$ cat config.mk
export PLATFORM = sky130hd
export DESIGN_NAME = marker_delimited_message_extractor
export DESIGN_NICKNAME = d
export VERILOG_FILES = /design/src/hw/rtl/mde_pkg.sv /design/src/hw/rtl/mde_cell.sv /design/src/hw/rtl/mde_track.sv /design/src/hw/rtl/marker_delimited_message_extractor.sv
export SDC_FILE = /design/constraint.sdc
export NUM_CORES = 1
export LEC_CHECK = 0
export ABC_AREA = 1
export BUFFER_PORTS_ARGS = -buffer_cell sky130_fd_sc_hd__clkbuf_2
export CAP_MARGIN = 25
export CORE_MARGIN = 4
export CORE_UTILIZATION = 30
export DETAILED_ROUTE_END_ITERATION = 6
export GPL_TIMING_DRIVEN = 0
export PLACE_DENSITY = 0.44
export SYNTH_ARGS = -nofsm -noshare
export SYNTH_HDL_FRONTEND = slang
export SYNTH_SLANG_ARGS = --single-unit
$ cat constraint.sdc
create_clock -name clock -period 10.05 [get_ports clock]
set_input_delay 0 -clock clock [delete_from_list [all_inputs] [get_ports clock]]
set_output_delay 0 -clock clock [all_outputs]
set_load 0.01 [all_outputs]
$ cat src/hw/rtl/mde_pkg.sv
`default_nettype none

package mde_pkg;

   // register indexes of the configuration port
   localparam logic [1:0] REG_START_BYTES = 2'd0;
   localparam logic [1:0] REG_START_LEN   = 2'd1;
   localparam logic [1:0] REG_END_BYTES   = 2'd2;
   localparam logic [1:0] REG_END_LEN     = 2'd3;

   // result kinds
   localparam logic [1:0] KIND_CONTENT = 2'd0;
   localparam logic [1:0] KIND_DONE    = 2'd1;
   localparam logic [1:0] KIND_DROP    = 2'd2;

   // marker order codes
   localparam logic [1:0] CMP_LT = 2'd0;
   localparam logic [1:0] CMP_EQ = 2'd1;
   localparam logic [1:0] CMP_GT = 2'd2;

   typedef struct packed {
      logic       valid;
      logic       sflag;
      logic       eflag;
      logic [7:0] data;
   } slot_type;

   typedef struct packed {
      logic shift;
      logic clear;
      logic fire_s;
      logic fire_e;
   } cell_ctl_type;

   typedef struct packed {
      logic step;
      logic drop;
   } trk_ctl_type;

   typedef struct packed {
      logic       valid;
      logic [1:0] kind;
      logic [7:0] data;
   } res_type;

   // bytewise order of the two markers, a prefix sorts first
   function automatic logic [1:0] marker_cmp(input logic [63:0] a, input logic [3:0] la,
                                             input logic [63:0] b, input logic [3:0] lb);
      logic [1:0] code;
      logic [3:0] n;
      n = (la < lb) ? la : lb;
      if (la == lb) begin
         code = CMP_EQ;
      end else if (la < lb) begin
         code = CMP_LT;
      end else begin
         code = CMP_GT;
      end
      // walk down so that the lowest differing byte decides
      for (int k = 7; k >= 0; k--) begin
         if ((4'(k) < n) && (a[8*k +: 8] != b[8*k +: 8])) begin
            code = (a[8*k +: 8] < b[8*k +: 8]) ? CMP_LT : CMP_GT;
         end
      end
      return code;
   endfunction

endpackage

`default_nettype wire

$ cat src/hw/rtl/mde_cell.sv
`default_nettype none

module mde_cell #(
   parameter int IDX = 0
) (
   input  wire                    clock,
   input  wire                    reset,
   input  mde_pkg::cell_ctl_type  ctl,
   input  mde_pkg::slot_type      prev,
   input  wire  [63:0]            start_bytes,
   input  wire  [3:0]             start_len,
   input  wire  [63:0]            end_bytes,
   input  wire  [3:0]             end_len,
   output mde_pkg::slot_type      slot,
   output logic                   hit_s,
   output logic                   hit_e
);

   mde_pkg::slot_type slot_ff;
   mde_pkg::slot_type slot_in;
   logic [2:0] k_s;
   logic [2:0] k_e;

   // compare the byte that lands here on the next shift with the marker byte for this place
   always_comb begin
      k_s   = 3'(start_len - 4'(IDX) - 4'd1);
      k_e   = 3'(end_len - 4'(IDX) - 4'd1);
      hit_s = !(start_len > 4'(IDX))
              || (prev.valid && (prev.data == start_bytes[{k_s, 3'b000} +: 8]));
      hit_e = !(end_len > 4'(IDX))
              || (prev.valid && (prev.data == end_bytes[{k_e, 3'b000} +: 8]));
   end

   always_comb begin
      slot_in = slot_ff;
      if (ctl.clear) begin
         slot_in.valid = 1'b0;
         slot_in.sflag = 1'b0;
         slot_in.eflag = 1'b0;
      end else if (ctl.shift) begin
         slot_in.valid = prev.valid;
         slot_in.data  = prev.data;
         slot_in.sflag = prev.sflag || (ctl.fire_s && (start_len == 4'(IDX + 1)));
         slot_in.eflag = prev.eflag || (ctl.fire_e && (end_len == 4'(IDX + 1)));
      end
   end

   always_ff @(posedge clock) begin
      if (reset) begin
         slot_ff.valid <= 1'b0;
         slot_ff.sflag <= 1'b0;
         slot_ff.eflag <= 1'b0;
      end else begin
         slot_ff.valid <= slot_in.valid;
         slot_ff.sflag <= slot_in.sflag;
         slot_ff.eflag <= slot_in.eflag;
      end
      slot_ff.data <= slot_in.data;
   end

   assign slot = slot_ff;

endmodule

`default_nettype wire

$ cat src/hw/rtl/mde_track.sv
`default_nettype none

module mde_track (
   input  wire                   clock,
   input  wire                   reset,
   input  mde_pkg::trk_ctl_type  ctl,
   input  mde_pkg::slot_type     slot,
   input  wire  [1:0]            cmp,
   input  wire  [3:0]            start_len,
   output mde_pkg::res_type      res
);

   logic       in_msg_ff;
   logic       in_msg_in;
   logic [3:0] skip_ff;
   logic [3:0] skip_in;
   logic       start_first;
   logic       done;
   logic       content;
   logic       in1;
   logic [3:0] skip1;

   always_comb begin
      start_first = (cmp == mde_pkg::CMP_LT) || ((cmp == mde_pkg::CMP_EQ) && !in_msg_ff);
      in1     = in_msg_ff;
      skip1   = skip_ff;
      done    = 1'b0;
      content = 1'b0;
      if (start_first) begin
         if (slot.sflag && !in1) begin
            in1   = 1'b1;
            skip1 = start_len;
         end
         if (slot.eflag && in1) begin
            in1   = 1'b0;
            skip1 = 4'd0;
            done  = 1'b1;
         end
      end else begin
         if (slot.eflag && in1) begin
            in1   = 1'b0;
            skip1 = 4'd0;
            done  = 1'b1;
         end
         if (slot.sflag && !in1) begin
            in1   = 1'b1;
            skip1 = start_len;
         end
      end
      // marker bytes are skipped before content starts
      if (in1) begin
         if (skip1 != 4'd0) begin
            skip1 = skip1 - 4'd1;
         end else begin
            content = 1'b1;
         end
      end

      in_msg_in = in_msg_ff;
      skip_in   = skip_ff;
      res.valid = 1'b0;
      res.kind  = mde_pkg::KIND_CONTENT;
      res.data  = 8'd0;
      if (ctl.drop) begin
         res.valid = in_msg_ff;
         res.kind  = mde_pkg::KIND_DROP;
         in_msg_in = 1'b0;
         skip_in   = 4'd0;
      end else if (ctl.step && slot.valid) begin
         in_msg_in = in1;
         skip_in   = skip1;
         res.valid = done || content;
         res.kind  = done ? mde_pkg::KIND_DONE : mde_pkg::KIND_CONTENT;
         res.data  = content ? slot.data : 8'd0;
      end
   end

   always_ff @(posedge clock) begin
      if (reset) begin
         in_msg_ff <= 1'b0;
         skip_ff   <= 4'd0;
      end else begin
         in_msg_ff <= in_msg_in;
         skip_ff   <= skip_in;
      end
   end

endmodule

`default_nettype wire

$ cat src/hw/rtl/marker_delimited_message_extractor.sv
`default_nettype none

// Pulls messages out of a byte stream framed by a start marker and an end marker.
// Input channel req_*: one stream byte per transfer, req_buffer_end on the last byte
// of a buffer. Result channel rsp_*: content bytes, a completion item per closed
// message and a drop item for a message still open at buffer end; rsp_last_of_run
// marks the last result caused by one input byte, or by the whole drain after buffer end.
// Markers (1 to MARKER_MAX bytes) are written over csr_*; the user must write them only
// while the block is idle, as the block itself does not enforce it. Bytes sit in a
// chain of MARKER_MAX cells; a content byte leaves MARKER_MAX-1 bytes after it arrives,
// and its result is registered onto rsp_* once the cell holding it reaches the end of
// the chain. Ordinary bytes are taken at one byte per cycle while rsp_* is not stalled.
// A byte with req_buffer_end runs the chain empty one cell per cycle while rsp_* is
// not stalled, then reports and clears before the next byte is taken. When rsp_stall
// holds a result, the processing of the end cell waits, and req_stall rises once a
// byte is waiting there. Reset (synchronous) empties the chain, closes any message
// and sets both markers to a single zero byte.
module marker_delimited_message_extractor #(
   parameter int MARKER_MAX = 8
) (
   input  wire         clock,
   input  wire         reset,
   input  wire         req_valid,
   output logic        req_stall,
   input  wire  [7:0]  req_data_byte,
   input  wire         req_buffer_end,
   output logic        rsp_valid,
   input  wire         rsp_stall,
   output logic [1:0]  rsp_kind,
   output logic [7:0]  rsp_content_byte,
   output logic        rsp_last_of_run,
   input  wire         csr_valid,
   output logic        csr_ready,
   input  wire  [1:0]  csr_index,
   input  wire  [63:0] csr_data
);

   localparam int CNT_W = $clog2(MARKER_MAX + 1);

   localparam logic [1:0] ST_RUN   = 2'd0;
   localparam logic [1:0] ST_DRAIN = 2'd1;
   localparam logic [1:0] ST_DROP  = 2'd2;
   localparam logic [1:0] ST_FLUSH = 2'd3;

   logic [63:0] start_bytes_ff;
   logic [3:0]  start_len_ff;
   logic [63:0] end_bytes_ff;
   logic [3:0]  end_len_ff;
   logic [3:0]  ls;
   logic [3:0]  le;
   logic [1:0]  cmp;

   logic [1:0]       state_ff, state_in;
   logic             pend_ff, pend_in;
   logic [CNT_W-1:0] cnt_ff, cnt_in;
   logic [2:0]       sblk_ff, sblk_in;
   logic [2:0]       eblk_ff, eblk_in;

   mde_pkg::res_type hold_ff, hold_in;
   logic             rsp_valid_ff, rsp_valid_in;
   logic [1:0]       rsp_kind_ff, rsp_kind_in;
   logic [7:0]       rsp_byte_ff, rsp_byte_in;
   logic             rsp_last_ff, rsp_last_in;

   logic go, accept, run_step, drain_step, drop_step, flush;
   logic match_s, match_e;

   mde_pkg::slot_type     head;
   mde_pkg::slot_type     slot_q [MARKER_MAX];
   mde_pkg::cell_ctl_type cell_ctl;
   mde_pkg::trk_ctl_type  trk_ctl;
   mde_pkg::res_type      res;
   logic [MARKER_MAX-1:0] hit_s, hit_e, chain_valid;

   // configuration
   assign csr_ready = 1'b1;

   always_ff @(posedge clock) begin
      if (reset) begin
         start_bytes_ff <= 64'd0;
         start_len_ff   <= 4'd1;
         end_bytes_ff   <= 64'd0;
         end_len_ff     <= 4'd1;
      end else if (csr_valid && csr_ready) begin
         case (csr_index)
            mde_pkg::REG_START_BYTES: start_bytes_ff <= csr_data;
            mde_pkg::REG_START_LEN:   start_len_ff   <= csr_data[3:0];
            mde_pkg::REG_END_BYTES:   end_bytes_ff   <= csr_data;
            mde_pkg::REG_END_LEN:     end_len_ff     <= csr_data[3:0];
            default: ;
         endcase
      end
   end

   always_comb begin
      ls = (start_len_ff == 4'd0) ? 4'd1
         : (start_len_ff > 4'(MARKER_MAX)) ? 4'(MARKER_MAX) : start_len_ff;
      le = (end_len_ff == 4'd0) ? 4'd1
         : (end_len_ff > 4'(MARKER_MAX)) ? 4'(MARKER_MAX) : end_len_ff;
      cmp = mde_pkg::marker_cmp(start_bytes_ff, ls, end_bytes_ff, le);
   end

   // handshake and step control
   always_comb begin
      go         = !rsp_valid_ff || !rsp_stall;
      req_stall  = (state_ff != ST_RUN) || (pend_ff && !go);
      accept     = req_valid && !req_stall;
      run_step   = (state_ff == ST_RUN) && pend_ff && go;
      drain_step = (state_ff == ST_DRAIN) && go;
      drop_step  = (state_ff == ST_DROP) && go;
      flush      = (state_ff == ST_FLUSH) && go;

      match_s = &hit_s;
      match_e = &hit_e;

      cell_ctl.shift  = accept || drain_step;
      cell_ctl.clear  = flush;
      cell_ctl.fire_s = accept && (sblk_ff == 3'd0) && match_s;
      cell_ctl.fire_e = accept && (eblk_ff == 3'd0) && match_e;

      trk_ctl.step = run_step || drain_step;
      trk_ctl.drop = drop_step;

      head.valid = (state_ff == ST_RUN);
      head.sflag = 1'b0;
      head.eflag = 1'b0;
      head.data  = req_data_byte;
   end

   // cell chain
   for (genvar i = 0; i < MARKER_MAX; i++) begin : g_cell
      mde_pkg::slot_type prev;
      if (i == 0) begin : g_head
         assign prev = head;
      end else begin : g_link
         assign prev = slot_q[i-1];
      end
      mde_cell #(
         .IDX (i)
      ) u_cell (
         .clock       (clock),
         .reset       (reset),
         .ctl         (cell_ctl),
         .prev        (prev),
         .start_bytes (start_bytes_ff),
         .start_len   (ls),
         .end_bytes   (end_bytes_ff),
         .end_len     (le),
         .slot        (slot_q[i]),
         .hit_s       (hit_s[i]),
         .hit_e       (hit_e[i])
      );
      assign chain_valid[i] = slot_q[i].valid;
   end

   mde_track u_track (
      .clock     (clock),
      .reset     (reset),
      .ctl       (trk_ctl),
      .slot      (slot_q[MARKER_MAX-1]),
      .cmp       (cmp),
      .start_len (ls),
      .res       (res)
   );

   // sequencing and result staging
   always_comb begin
      state_in     = state_ff;
      pend_in      = pend_ff;
      cnt_in       = cnt_ff;
      sblk_in      = sblk_ff;
      eblk_in      = eblk_ff;
      hold_in      = hold_ff;
      rsp_valid_in = rsp_valid_ff;
      rsp_kind_in  = rsp_kind_ff;
      rsp_byte_in  = rsp_byte_ff;
      rsp_last_in  = rsp_last_ff;

      if (go) begin
         rsp_valid_in = 1'b0;
      end

      // overlap blocking keeps each marker search non-overlapping
      if (accept) begin
         if (sblk_ff != 3'd0) begin
            sblk_in = sblk_ff - 3'd1;
         end else if (match_s) begin
            sblk_in = 3'(ls - 4'd1);
         end
         if (eblk_ff != 3'd0) begin
            eblk_in = eblk_ff - 3'd1;
         end else if (match_e) begin
            eblk_in = 3'(le - 4'd1);
         end
      end

      case (state_ff)
         ST_RUN: begin
            if (run_step) begin
               rsp_valid_in = res.valid;
               rsp_kind_in  = res.kind;
               rsp_byte_in  = res.data;
               rsp_last_in  = 1'b1;
               pend_in      = 1'b0;
            end
            if (accept) begin
               if (req_buffer_end) begin
                  pend_in  = 1'b0;
                  cnt_in   = CNT_W'(MARKER_MAX);
                  state_in = ST_DRAIN;
               end else begin
                  pend_in = 1'b1;
               end
            end
         end
         ST_DRAIN, ST_DROP: begin
            if (go) begin
               // one result is held back until the next one shows whether it was the last
               if (res.valid) begin
                  if (hold_ff.valid) begin
                     rsp_valid_in = 1'b1;
                     rsp_kind_in  = hold_ff.kind;
                     rsp_byte_in  = hold_ff.data;
                     rsp_last_in  = 1'b0;
                  end
                  hold_in = res;
               end
               if (state_ff == ST_DROP) begin
                  state_in = ST_FLUSH;
               end else begin
                  cnt_in = cnt_ff - CNT_W'(1);
                  if (cnt_ff == CNT_W'(1)) begin
                     state_in = ST_DROP;
                  end
               end
            end
         end
         ST_FLUSH: begin
            if (go) begin
               rsp_valid_in  = hold_ff.valid;
               rsp_kind_in   = hold_ff.kind;
               rsp_byte_in   = hold_ff.data;
               rsp_last_in   = 1'b1;
               hold_in.valid = 1'b0;
               sblk_in       = 3'd0;
               eblk_in       = 3'd0;
               state_in      = ST_RUN;
            end
         end
         default: begin
            state_in = ST_RUN;
         end
      endcase
   end

   always_ff @(posedge clock) begin
      if (reset) begin
         state_ff      <= ST_RUN;
         pend_ff       <= 1'b0;
         cnt_ff        <= '0;
         sblk_ff       <= 3'd0;
         eblk_ff       <= 3'd0;
         hold_ff.valid <= 1'b0;
         rsp_valid_ff  <= 1'b0;
      end else begin
         state_ff      <= state_in;
         pend_ff       <= pend_in;
         cnt_ff        <= cnt_in;
         sblk_ff       <= sblk_in;
         eblk_ff       <= eblk_in;
         hold_ff.valid <= hold_in.valid;
         rsp_valid_ff  <= rsp_valid_in;
      end
      hold_ff.kind <= hold_in.kind;
      hold_ff.data <= hold_in.data;
      rsp_kind_ff  <= rsp_kind_in;
      rsp_byte_ff  <= rsp_byte_in;
      rsp_last_ff  <= rsp_last_in;
   end

   assign rsp_valid        = rsp_valid_ff;
   assign rsp_kind         = rsp_kind_ff;
   assign rsp_content_byte = rsp_byte_ff;
   assign rsp_last_of_run  = rsp_last_ff;

   a_drain_stalls_input: assert property (@(posedge clock) disable iff (reset)
      (state_ff != ST_RUN) |-> req_stall)
      else $error("input taken while the chain drains");

   a_hold_only_in_drain: assert property (@(posedge clock) disable iff (reset)
      hold_ff.valid |-> (state_ff != ST_RUN))
      else $error("held result left over after buffer end");

   a_flush_empties_chain: assert property (@(posedge clock) disable iff (reset)
      flush |=> (chain_valid == '0))
      else $error("chain not empty after buffer end");

   a_drop_is_last: assert property (@(posedge clock) disable iff (reset)
      (rsp_valid && (rsp_kind == mde_pkg::KIND_DROP)) |-> rsp_last_of_run)
      else $error("drop item not last of its run");

   a_marker_items_no_byte: assert property (@(posedge clock) disable iff (reset)
      (rsp_valid && (rsp_kind != mde_pkg::KIND_CONTENT)) |-> (rsp_content_byte == 8'd0))
      else $error("completion or drop item carries a byte");

endmodule

`default_nettype wire
# After elaboration in Yosys (flattened, before gate mapping)
# Cells that the tools add are included.
[op_classes] n_addsub=32 n_lt_le_gt_ge=35 eq_ne=58 shifts=16 mux=101 n_bitwise=1 n_reduce_logical=145
[ops] operator="64-bit by 7-bit variable part select with 8-bit output" count=16
[ops] operator="8-bit == test" count=16
[ops] operator="8-bit < comparator" count=8
[ops] operator="4-bit two-way mux" count=16
[ops] operator="8-bit != test" count=8
[ops] operator="2-bit two-way mux" count=29
[ops] operator="1-bit logical AND" count=57
[ops] operator="8-bit two-way mux" count=7
[ops] operator="3-bit by 1-bit subtractor with 3-bit output, second input constant" count=18
[ops] operator="1-bit logical OR" count=36
[ops] operator="11-bit two-way mux" count=3
[ops] operator="3-bit two-way mux" count=11
[ops] operator="4-bit by 3-bit == test with 1-bit output, second input constant" count=8
[ops] operator="4-bit by 3-bit > comparator with 1-bit output, second input constant" count=8
[ops] operator="1-bit two-way mux" count=28
[ops] operator="8-bit one-hot mux with 3 select lines" count=1
[ops] operator="3-bit subtractor, second input constant" count=8
[ops] operator="1-bit zero test" count=22
[ops] operator="4-bit by 2-bit == test with 1-bit output, second input constant" count=4
[ops] operator="4-bit by 1-bit > comparator with 1-bit output, second input constant" count=4
[ops] operator="4-bit by 2-bit > comparator with 1-bit output, second input constant" count=4
[ops] operator="3-bit by 4-bit < comparator with 1-bit output, first input constant" count=4
[ops] operator="2-bit != test, second input constant" count=8
[ops] operator="8-bit AND reduction" count=2
[ops] operator="other kinds (28)" count=62
[word_totals] regBits=265 out_inout_bits=14 word_cells=438

# Depth between registers and ports, before layout
[logic_depth] ltp_word=32 mapped_depth=40

# Modules after synthesis
# Synthesis repeated with hierarchy kept, for this count alone.
[unflattened] cells_unflattened=4769 hier_area_um2=26596.8
[by_module_without_submodules] mod="marker_delimited_message_extractor" n_inst=1 cells_per_inst=1093 area_each_um2=8496.9 seq_area_each_um2=3653.5
[by_module_without_submodules] mod="mde_cell at g_cell[4].u_cell" n_inst=1 cells_per_inst=466 area_each_um2=2282.2 seq_area_each_um2=300.3
[by_module_without_submodules] mod="mde_cell at g_cell[0].u_cell" n_inst=1 cells_per_inst=459 area_each_um2=2255.9 seq_area_each_um2=300.3
[by_module_without_submodules] mod="mde_cell at g_cell[3].u_cell" n_inst=1 cells_per_inst=442 area_each_um2=2207.1 seq_area_each_um2=300.3
[by_module_without_submodules] mod="mde_cell at g_cell[6].u_cell" n_inst=1 cells_per_inst=448 area_each_um2=2194.6 seq_area_each_um2=300.3
[by_module_without_submodules] mod="mde_cell at g_cell[2].u_cell" n_inst=1 cells_per_inst=443 area_each_um2=2165.8 seq_area_each_um2=300.3
[by_module_without_submodules] mod="mde_cell at g_cell[7].u_cell" n_inst=1 cells_per_inst=439 area_each_um2=2130.8 seq_area_each_um2=300.3
[by_module_without_submodules] mod="mde_cell at g_cell[1].u_cell" n_inst=1 cells_per_inst=432 area_each_um2=2098.3 seq_area_each_um2=300.3
[by_module_without_submodules] mod="mde_cell at g_cell[5].u_cell" n_inst=1 cells_per_inst=422 area_each_um2=2028.2 seq_area_each_um2=300.3
[by_module_without_submodules] mod="mde_track" n_inst=1 cells_per_inst=125 area_each_um2=737.0 seq_area_each_um2=100.1

# Worst setup path after synthesis
# OpenSTA, ideal clock, no wires.
[synth_path] kind="flip-flop to flip-flop" from="reg state_ff[0]" to="reg g_cell[0].u_cell.slot_ff (netlist bit g_cell[0].u_cell.slot[0]), enable pin" setup_time_ns=0.507 arrival_ns=4.608 t_required_ns=9.543 path_slack_ns=4.935 stages_incl_launch_ff=9 path_buffers=2 period_less_slack_ns=5.115 path_cell_list="dfxtp_1 -> inv_1 -> ha_1 -> nand3_1 -> clkbuf_1 -> nand2_1 -> inv_1 -> clkbuf_1 -> a21oi_1"
[synth_via] elab_chain_cells=6
[synth_lines] element="start: declaration" line="marker_delimited_message_extractor.sv:53" text="logic [1:0] state_ff, state_in;"
[synth_lines] element="start signal: assignment" line="marker_delimited_message_extractor.sv:266" text="state_ff <= state_in;"
[synth_lines] element="2-bit nonzero test" line="marker_delimited_message_extractor.sv:106" text="req_stall = (state_ff != ST_RUN) || (pend_ff && !go);"
[synth_lines] element="1-bit logical OR" line="marker_delimited_message_extractor.sv:106"
[synth_lines] element="1-bit zero test" line="marker_delimited_message_extractor.sv:107" text="accept = req_valid && !req_stall;"
[synth_lines] element="1-bit logical AND" line="marker_delimited_message_extractor.sv:107"
[synth_lines] element="1-bit logical OR" line="marker_delimited_message_extractor.sv:116" text="cell_ctl.shift = accept || drain_step;"
[synth_lines] element="2-bit AND reduction (no line) *"
[synth_lines] element="end: declaration" line="mde_cell.sv:19" text="mde_pkg::slot_type slot_ff;"
# Mark *: on every way between the ends. The rest lies on a longest branch, timed or not.
# A chain may end at the register's enable or synchronous reset.

# Worst setup path after layout
[layout_path] from="reg end_len_ff[3]" to="reg rsp_byte_ff[2], in the netlist rsp_content_byte[2], enable pin"
[layout_via] elab_chain_cells=27
[layout_lines] element="start: declaration" line="marker_delimited_message_extractor.sv:48" text="logic [3:0] end_len_ff;"
[layout_lines] element="start signal: assignment" line="marker_delimited_message_extractor.sv:89" text="mde_pkg::REG_END_LEN: end_len_ff <= csr_data[3:0];"
[layout_lines] element="4-bit > comparator" line="marker_delimited_message_extractor.sv:99" text=": (end_len_ff > 4'(MARKER_MAX)) ? 4'(MARKER_MAX) : end_len_ff;"
[layout_lines] element="4-bit two-way mux" line="marker_delimited_message_extractor.sv:99"
[layout_lines] element="4-bit two-way mux *" line="marker_delimited_message_extractor.sv:98" text="le = (end_len_ff == 4'd0) ? 4'd1"
[layout_lines] element="4-bit < comparator" line="mde_pkg.sv:51, mde_pkg.sv:54"
[layout_lines] element="4-bit two-way mux" line="mde_pkg.sv:51" text="n = (la < lb) ? la : lb;"
[layout_lines] element="3-bit by 4-bit < comparator with 1-bit output" line="mde_pkg.sv:61" text="if ((4'(k) < n) && (a[8*k +: 8] != b[8*k +: 8])) begin"
[layout_lines] element="1-bit logical AND" line="mde_pkg.sv:61"
[layout_lines] element="2-bit two-way mux (7 in a row)" line="mde_pkg.sv:61"
[layout_lines] element="[5 not listed]"
[layout_lines] element="4-bit nonzero test" line="mde_track.sv:52" text="if (skip1 != 4'd0) begin"
[layout_lines] element="1-bit two-way mux" line="mde_track.sv:52"
[layout_lines] element="1-bit two-way mux" line="mde_track.sv:51" text="if (in1) begin"
[layout_lines] element="1-bit logical OR *" line="mde_track.sv:72" text="res.valid = done || content;"
[layout_lines] element="11-bit two-way mux *" line="mde_track.sv:69" text="end else if (ctl.step && slot.valid) begin"
[layout_lines] element="3-bit two-way mux *" line="mde_track.sv:64" text="if (ctl.drop) begin"
[layout_lines] element="2-bit != test (no line) *"
[layout_lines] element="5-bit AND reduction (no line) *"
[layout_lines] element="end signal: assignment" line="marker_delimited_message_extractor.sv:277" text="rsp_byte_ff <= rsp_byte_in;"
[layout_lines] element="end: declaration" line="marker_delimited_message_extractor.sv:62" text="logic [7:0] rsp_byte_ff, rsp_byte_in;"
# Marks and branches as above.

==> results.toml <==
[outcome]
status = "finished, final reports clean"

[setup_path]
crit_type = "flip-flop to flip-flop"
path_delay_family = "simple AND/OR/NAND/NOR gates"
critPathSlowestCell = "buf_1"
cp-startpoint = "end_len_ff[3]"
r2r_cells = 29
cpPeakStageDelay_ns = 0.62
cp_max_fo = 14
crit_path_end_kind = "flip-flop"
r2r-start = "end_len_ff[3]"
crit_arrival_ns = 5.82
crit_cells = 29
startpoint_type = "flip-flop"
required_ns = 10.24
crit_buf_inv = 4
crit_top_cell = "nand2_1"

[clock_tree]
postCtsHoldBufs = 84
clk_pin_slew_ns = 0.06
cts_tree = "built"
ctsResizeCount = 0
post-cts-setup-buffers = 0
max-clock-path-buffers = 3
cts_htree_levels = 2
cts_num_sinks = 265
cts_root_buf = "clkbuf_16"
clk_latency_ns = 0.56
numCtsBuffers = 35

[grt]
grt_pass1_wl_um = 127000
grt_util_met3 = 0.0301
grt_max_degree = 28
use_met2 = 0.437
grt_pass1_vias = 18300
overflow = 0
grt_usage = 0.261
use_met1 = 0.342
grt-busiest-layer = "met2"
antenna_found_initial = 0

[floorplanning]
die_w_um = 257
rows = 90
dieArea_um2 = 65900
coreArea_um2 = 60800
io_pins = 94
die_y_um = 257
start_util = 0.305

[placement]
placed_cells = 3556
dp_hpwl_um = 74400
place_area_um2 = 20000
io_buffer_count = 91
place_congestion = 1.00

[pwr]
p_leak_nw = 9.21
vdd_drop_max_mv = 0.113
total_power_mw = 4.55
p_per_area_nw_per_um2 = 207

[synthesis]
synth_top_cell_by_area = "dfxtp_1"
syn_inst = 2681
yosysSeqAreaShare = 0.332
ys_top_cells_by_area = "dfxtp_1 (19%), edfxtp_1 (14%), nand2_1 (12%), o21ai_0 (9.1%), ha_1 (7.0%)"
synth_ff_type = "dfxtp_1"
synth-edff-count = 85
async_flop_share = 0
synth_seq_cells = 265
yosys.cell_types.count = 58
synth_area_um2 = 18600
postSynthAreaPerCell_um2 = 6.92
synthMostInstantiatedCell = "nand2_1"
syn_nets = 2865
synth_top_area_frac = 0.194
yosys_warnings = 0
yosys-top-cells-count = "nand2_1 (605), o21ai_0 (339), inv_1 (287)"

[sta]
period_share = 0.560
setup_viol_count_final = 0
tns_ns = 0
grt_setup_unrepaired = "false"
fmax_mhz = 178
period_needed_ns = 5.63
slew_headroom = 0.284
tightest_slew_ns = 1.06
finalMaxSlewViolations = 0
finClkSkew_ns = 0.0228
hold_viol_final = 0

[hold_path]
whs_path_depth = 5
hold_path.startpoint = "csr_index[0]"
hold_class = "primary input to flip-flop"

[route]
ant_nets = 0
drt-total-wl_um = 89200
drt_iter0_drc = 1806
first_pass_iters = 6
drt-vias-per-instance = 5.30
vias = 19600
drc_errors = 0
wl_per_cell_um = 24.1

[final_layout]
n_antenna_cell = 0
instances_no_fill = 3702
area_growth_pct = 18.5
drive_above_1_share = 0.0870
fin_util = 0.361
nNetsFinal = 3079
nFillCells = 6537
final_area_um2 = 22000

[job]
drv_cap = 0
[placed cells by master, fill, tap and decap left out, drive strengths merged, types with 4 or more instances in the layout]
master | Yosys | layout
a211oi | 7 | 7
o21a | 6 | 6
inv | 300 | 301
buf | 55 | 57
o22ai | 14 | 14
nor2 | 166 | 166
a22o | 6 | 6
clkinv | 3 | 13
a22oi | 9 | 9
mux2i | 7 | 7
xnor2 | 9 | 9
nand2 | 614 | 614
ha | 104 | 104
o21ai | 555 | 555
a21oi | 222 | 222
o21bai | 9 | 9
dlygate4sd3 | 0 | 84
dfxtp | 180 | 180
o211ai | 26 | 26
or2 | 16 | 16
clkbuf | 80 | 219
xor2 | 62 | 62
a31oi | 5 | 5
nand3 | 71 | 71
a221oi | 5 | 5
nor4 | 4 | 4
edfxtp | 85 | 85
nand4 | 24 | 24
nor3 | 21 | 21
[cell families (layout without fill, tap and decap cells)]
kind of cell / after synthesis / after routing / synth area share
and+or+nand+nor: 922 / 922 / 0.209
AOI/OAI and AO/OA: 873 / 873 / 0.252
buffers and inverters: 438 / 677 / 0.0991
DFF: 265 / 265 / 0.332
adders and majority gates: 104 / 104 / 0.0701
xor gates and xnor gates: 71 / 71 / 0.0347
muxes: 7 / 7 / 0.00378
other: 1 / 1 / 0.000202
[sequential cells by signal, summed over array words and instances (netlist names)]
name and count:
start_len_ff 4, hold_ff 11, u_track.skip_ff 4, eblk_ff 3
g_cell.u_cell.slot 88, cnt_ff 4, rsp_last_of_run 1, end_bytes_ff 64
pend_ff 1, sblk_ff 3, end_len_ff 4, rsp_content_byte 8
rsp_kind 2, start_bytes_ff 64, rsp_valid 1, u_track.in_msg_ff 1
state_ff 2
[area by class of cell]
cell class / instances / area [um^2] / area share
Tap cell: 782 / 978 / 0.0445
Clock buffer: 48 / 997 / 0.0454
Multi-Input combinational cell: 1978 / 10600 / 0.481
Inverter: 303 / 1140 / 0.0519
Buffer: 135 / 699 / 0.0318
Sequential cell: 265 / 6160 / 0.280
Clock inverter: 14 / 103 / 0.00467
Timing Repair Buffer: 177 / 1340 / 0.0608
[where the power goes]
part	leakage (nW)	internal, mW	switching, mW	total, mW
clock network	0.536	0.721	0.509	1.23
logic	6.39	0.525	1.15	1.67
registers	2.29	1.43	0.224	1.65
[metrics by stage]
stage               hold slack, ns  setup WS [ns]
floorplan                   0.0989           4.93
global placement             0.194           2.32
detailed placement           0.199           4.50
CTS                        0.00867           4.47
global route                0.0771           3.92
finish                      0.0466           4.42
[worst paths after layout]
check | slack [ns] | to
hold reg to reg | 0.45 | g_cell[6].u_cell.slot[4]
setup reg to reg | 4.42 | rsp_content_byte[2]
hold / removal | 0.05 | start_len_ff[3]
setup / recovery | 4.42 | rsp_content_byte[2]
[metal layers]
| layer | share of wire | vias up | wire, um |
|---|---|---|---|
| li1 | - | 9418 | - |
| met5 | 0 | - | 0 |
| met3 | 0.057 | 151 | 5080 |
| met2 | 0.46 | 730 | 41300 |
| met1 | 0.43 | 9322 | 38500 |
| met4 | 0.049 | 0 | 4340 |
[tightest hold or removal path, cell delays in order]
cell and delay, ns:
clkbuf_2 0.10, inv_1 0.07, nor3_1 0.11, inv_1 0.19, a21oi_1 0.09
No activity file was read; power rests on OpenSTA's default activity.
